$ cat src/rtl/rptc_pkg.sv
// Shared types, constants and register codes for the pointer ray to canvas pixel core.
// Used by every module of the core; depends on nothing else.
package rptc_pkg;

	localparam int COORD_W   = 32;
	localparam int AXIS_W    = 16;
	localparam int ROW_W     = 48;
	localparam int PIX_W     = 18;
	localparam int CFG_IDX_W = 4;
	localparam int QUOT_W    = 64;
	localparam int DEN_W     = 32;

	localparam int PIXEL_WIDTH_DEF  = 1024;
	localparam int PIXEL_HEIGHT_DEF = 1024;

	localparam logic [PIX_W-1:0] PIX_MAX = 18'h3FFFF;

	localparam logic [ROW_W-1:0]   ROT_X_RST  = 48'h4000_0000_0000;
	localparam logic [ROW_W-1:0]   ROT_Y_RST  = 48'h0000_4000_0000;
	localparam logic [ROW_W-1:0]   ROT_Z_RST  = 48'h0000_0000_4000;
	localparam logic [COORD_W-1:0] SIZE_RST   = 32'h0001_0000;

	typedef enum logic [CFG_IDX_W-1:0] {
		CFG_ROT_X   = 4'd0,
		CFG_ROT_Y   = 4'd1,
		CFG_ROT_Z   = 4'd2,
		CFG_SHIFT_X = 4'd3,
		CFG_SHIFT_Y = 4'd4,
		CFG_SHIFT_Z = 4'd5,
		CFG_WIDTH   = 4'd6,
		CFG_HEIGHT  = 4'd7
	} cfg_idx_t;

	// Per-item data that rides along the quotient pipeline.
	typedef struct packed {
		logic                      neg_x;
		logic                      neg_y;
		logic signed [COORD_W-1:0] px;
		logic signed [COORD_W-1:0] py;
	} hit_side_t;

endpackage

$ cat src/rtl/rptc_pixdiv.sv
// Pipelined divider that scales hit coordinates by the canvas size into pixels.
// Depends on rptc_pkg for widths.
module rptc_pixdiv
	import rptc_pkg::*;
#(
	parameter int QB = 18
) (
	input  logic                  clk,
	input  logic                  arst_n,
	input  logic                  en,
	input  logic                  in_vld,
	input  logic [DEN_W+QB-1:0]   num_x,
	input  logic [DEN_W+QB-1:0]   num_y,
	input  logic [DEN_W-1:0]      den_x,
	input  logic [DEN_W-1:0]      den_y,
	output logic                  out_vld,
	output logic [QB-1:0]         quot_x,
	output logic [QB-1:0]         quot_y
);

	// The quotient is known to fit in QB bits, so the upper dividend part
	// starts as the remainder and only QB steps are needed.
	logic             vld_s  [0:QB];
	logic [DEN_W-1:0] remx_s [0:QB];
	logic [DEN_W-1:0] remy_s [0:QB];
	logic [QB-1:0]    accx_s [0:QB];
	logic [QB-1:0]    accy_s [0:QB];

	assign vld_s[0]  = in_vld;
	assign remx_s[0] = num_x[DEN_W+QB-1:QB];
	assign remy_s[0] = num_y[DEN_W+QB-1:QB];
	assign accx_s[0] = num_x[QB-1:0];
	assign accy_s[0] = num_y[QB-1:0];

	for (genvar k = 0; k < QB; k++) begin : g_step
		logic [DEN_W:0] tx, ty;
		logic           bx, by;
		assign tx = {remx_s[k], accx_s[k][QB-1]};
		assign ty = {remy_s[k], accy_s[k][QB-1]};
		assign bx = tx >= {1'b0, den_x};
		assign by = ty >= {1'b0, den_y};

		always_ff @(posedge clk or negedge arst_n) begin
			if (!arst_n) begin
				vld_s[k+1] <= 1'b0;
			end else if (en) begin
				vld_s[k+1] <= vld_s[k];
			end
		end

		always_ff @(posedge clk) begin
			if (en) begin
				remx_s[k+1] <= bx ? DEN_W'(tx - {1'b0, den_x}) : tx[DEN_W-1:0];
				remy_s[k+1] <= by ? DEN_W'(ty - {1'b0, den_y}) : ty[DEN_W-1:0];
				accx_s[k+1] <= {accx_s[k][QB-2:0], bx};
				accy_s[k+1] <= {accy_s[k][QB-2:0], by};
			end
		end
	end

	assign out_vld = vld_s[QB];
	assign quot_x  = accx_s[QB];
	assign quot_y  = accy_s[QB];

endmodule

$ cat config.mk
export PLATFORM = sky130hd
export DESIGN_NAME = rptc_pixdiv
export DESIGN_NICKNAME = d
export VERILOG_FILES = /design/src/rtl/rptc_pkg.sv /design/src/rtl/rptc_pixdiv.sv
export SDC_FILE = /design/constraint.sdc
export NUM_CORES = 2
export LEC_CHECK = 0
export BUFFER_PORTS_ARGS = -buffer_cell sky130_fd_sc_hd__buf_2
export CORE_AREA = 3 3 699 701
export CTS_BUF_LIST = sky130_fd_sc_hd__clkbuf_2
export CTS_CLUSTER_DIAMETER = 30
export DETAILED_ROUTE_END_ITERATION = 12
export DIE_AREA = 0 0 702 704
export PLACE_DENSITY_LB_ADDON = 0.25
export SLEW_MARGIN = 10
export SYNTH_ARGS = -nofsm -noshare
export SYNTH_HDL_FRONTEND = slang
export SYNTH_SLANG_ARGS = --single-unit
export TNS_END_PERCENT = 100
$ cat constraint.sdc
create_clock -name clk -period 5.68 [get_ports clk]
set_clock_uncertainty 0.1 [all_clocks]
set_input_delay 0.568 -clock clk [delete_from_list [all_inputs] [get_ports clk]]
set_output_delay 0.568 -clock clk [all_outputs]
set_load 0.02 [all_outputs]
==> run metrics <==
CP arrival=7.13 ns; worst skew pair latency=2.17 ns; status=finished clean; largest net degree at the start of global routing=156; nets=14.2k; Setup CP Type=reg2reg; Placed Cells=18.0k; Worst EP required=7.45 ns; share of post-route cells with drive strength above 1=0.143; Leak=57.1 nW; routability congestion estimate=0.885; final slew viol count=0; Main synth FF type=edfxtp_1; Die ar.=0.494 sq mm; port bufs=204; register area share after synthesis=0.436; CTS root buf=clkbuf_2; RSZ-0062 raised after global routing=no; final hold slack=0.126 ns; wire per inst=19.6 um; First DRT Iteration DRCs=6,816; vias in the first global route=93.3k; Core Footprint=0.482 sq mm; worst-path cell chain=ha_1, o21ai_0, a21oi_1, o21ai_1, a21oi_1, a31o_2, a221oi_2, o2111ai_1, a21o_1, dlygate4sd3_1, nor4_1, dlygate4sd3_1, o21ai_4, buf_4, mux2_1; number of synthesized flops with an enable pin=1,736; Post-Synthesis Net Count=12.8k; Max-slew headroom=0.155; total CTS buffers=579; crit share post-route=0.943; Crit path max-delay family=compound AO/OA/AOI/OAI gates; asr flop ratio synth=0.0103; fin cells=19.7k; Max Fclk=187 MHz; Critical-path top delay cell=dlygate4sd3_1; final hold viol count=0; Tightest Pin Transition=1.26 ns; Avg Inst Size Synth=10.5 sq um; warnings from Yosys=0; H-tree lvl count=6; grt ovf=0; clk sink count=1,754; maxcap violations=0; Vias=94.8k; Gate Count Post-Synth=11.5k; Pwr Density=567 mW/mm^2; Setup TNS=0 ns; area grow syn2layout=18.2%; CP Buf/Inv Count=3; DRT antenna net count=0; CP peak stage delay=0.60 ns; peak supply drop=0.264 mV; clk slew on worst S/H paths=0.09 ns; number of I/O pins=205; synthesized flop and latch total=1,754; final setup violation count=0; CP max FO=21; DR vias/cell=4.82; nature of the critical path startpoint=flop; crit end category=flop; DRT Wirelength=385,000 um; Die Span Y=704 um; CTS tree=built; Synth Cell Area=0.121 sq mm; initial antenna violation count=71; Max clock buf depth=4; Period minus WS final=5.36 ns; post-DP HPWL=280,000 um; Rows=255; DRC viols=0; post-CTS setup buffer count=0; Netlist cell types=100; die width=702 um; Hold Crit Class=reg2reg; drt first pass iters=6; Initial Util=0.250; global-route wire length before repair=575,000 um; Tot GR Track Use=0.151
==> final cells by class <==
| type | count | area [sq um] |
|---|---|---|
| antenna | 26 | 65.1 |
| clock buffer | 747 | 3740 |
| clock inverter | 258 | 1490 |
| fill | 50600 | 340000 |
| inverter | 332 | 1250 |
| multi-input combinational | 9047 | 65300 |
| sequential | 1754 | 52600 |
| tap | 6425 | 8040 |
| timing repair buffer | 1088 | 10100 |
==> state kept, by name, indices dropped and copies added, names as in the netlist <==
register / flops
quot_y: 18
g_step.ty: 544
out_vld: 1
vld_s: 17
accx_s: 306
g_step.tx: 544
accy_s: 306
quot_x: 18
==> synth_stat cells (all sizes together), types with 47 or more instances <==
cell / count / area (sq um)
a21oi: 989 / 4960
a21o: 549 / 4120
nand4: 170 / 1060
o31ai: 69 / 533
nand2: 1038 / 3900
xnor2: 516 / 4520
nor2b: 195 / 1220
o21bai: 146 / 1100
buf: 122 / 841
edfxtp: 1736 / 52100
inv: 332 / 1250
xor2: 414 / 3630
nand3: 219 / 1100
o21a: 168 / 1260
ha: 1152 / 14400
a31oi: 112 / 701
o211ai: 47 / 363
nor2: 584 / 2190
o21ai: 1008 / 5050
nor3: 149 / 751
a211oi: 97 / 743
mux2: 470 / 5590
and3: 91 / 569
clkbuf: 231 / 871
nand2b: 159 / 995
==> worst paths after layout <==
kind	start	cells after the start	slack [ns]	to
min in group asynchronous	arst_n	5	0.71	vld_s[7]
max in group asynchronous	arst_n	5	4.26	vld_s[6]
hold / removal	accy_s[155]	0	0.13	accy_s[138]
setup / recovery	g_step[4].ty[2]	15	0.32	g_step[5].ty[8]
setup reg to reg	g_step[4].ty[2]	15	0.32	g_step[5].ty[8]
hold reg to reg	accy_s[155]	0	0.13	accy_s[138]
==> routing by layer <==
| metal | vias up | GRT usage | routed length [um] |
|---|---|---|---|
| li1 | 46600 | - | - |
| met1 | 45100 | 0.201 | 174000 |
| met2 | 2409 | 0.246 | 177000 |
| met3 | 669 | 0.0240 | 20400 |
| met4 | 18 | 0.0518 | 12800 |
| met5 | - | 0 | 110 |
==> per-stage QoR <==
step                utilization  instance area [sq um]  total power, mW  worst slack, ns
finish                    0.295                 143000             80.8            0.321
global route              0.295                 142000             87.9           0.0295
CTS                       0.295                 142000             81.6            0.304
global placement          0.271                 131000             69.3            0.381
floorplan                     -                 121000             57.3             1.53
detailed placement        0.271                 131000             69.2            0.382
==> kinds of logic (layout without fill, tap and decap cells) <==
logic type | count (synthesis) | in the layout | synth area share
xor+xnor | 930 | 930 | 0.0675
fa+ha+maj | 1186 | 1186 | 0.125
other cells | 0 | 26 | 0
flops | 1754 | 1754 | 0.436
mux | 497 | 497 | 0.0486
simple gates | 2838 | 2838 | 0.111
buf+inv | 685 | 2425 | 0.0245
compound gates | 3596 | 3596 | 0.187
==> cells in the final DEF (no fill, tap or decap), types with 94 or more instances in the layout <==
master	Yosys	final
clkbuf_2	3	747
inv_1	330	313
edfxtp_1	1736	1736
nor2b_1	195	195
buf_2	60	203
ha_1	1152	1152
nor2_1	584	584
buf_4	38	177
a21o_1	549	549
xnor2_1	516	516
a211oi_1	94	94
nand2b_1	159	159
o21a_1	168	166
xor2_1	414	414
clkinv_1	0	135
dlygate4sd3_1	0	644
a21oi_1	986	983
mux2_2	370	370
a31oi_1	112	112
nor3_1	148	148
nand4_1	170	170
nand2_1	1038	1038
o21ai_0	972	972
nand3_1	219	219
o21bai_1	145	144
==> report_power, final <==
part | internal, mW | switching, mW | leakage, nW
sequential | 21.5 | 3.46 | 17.2
combinational | 20.8 | 24.6 | 36.0
clock | 4.13 | 6.38 | 3.89
==> what timing repair did <==
item                                    4_1_cts  5_1_grt
endpoints found under the setup margin        0        2
gates resized for setup                       0        0
endpoints found under the hold margin      2923        0
hold buffers                                650        0
No activity file was read; power rests on OpenSTA's default activity.
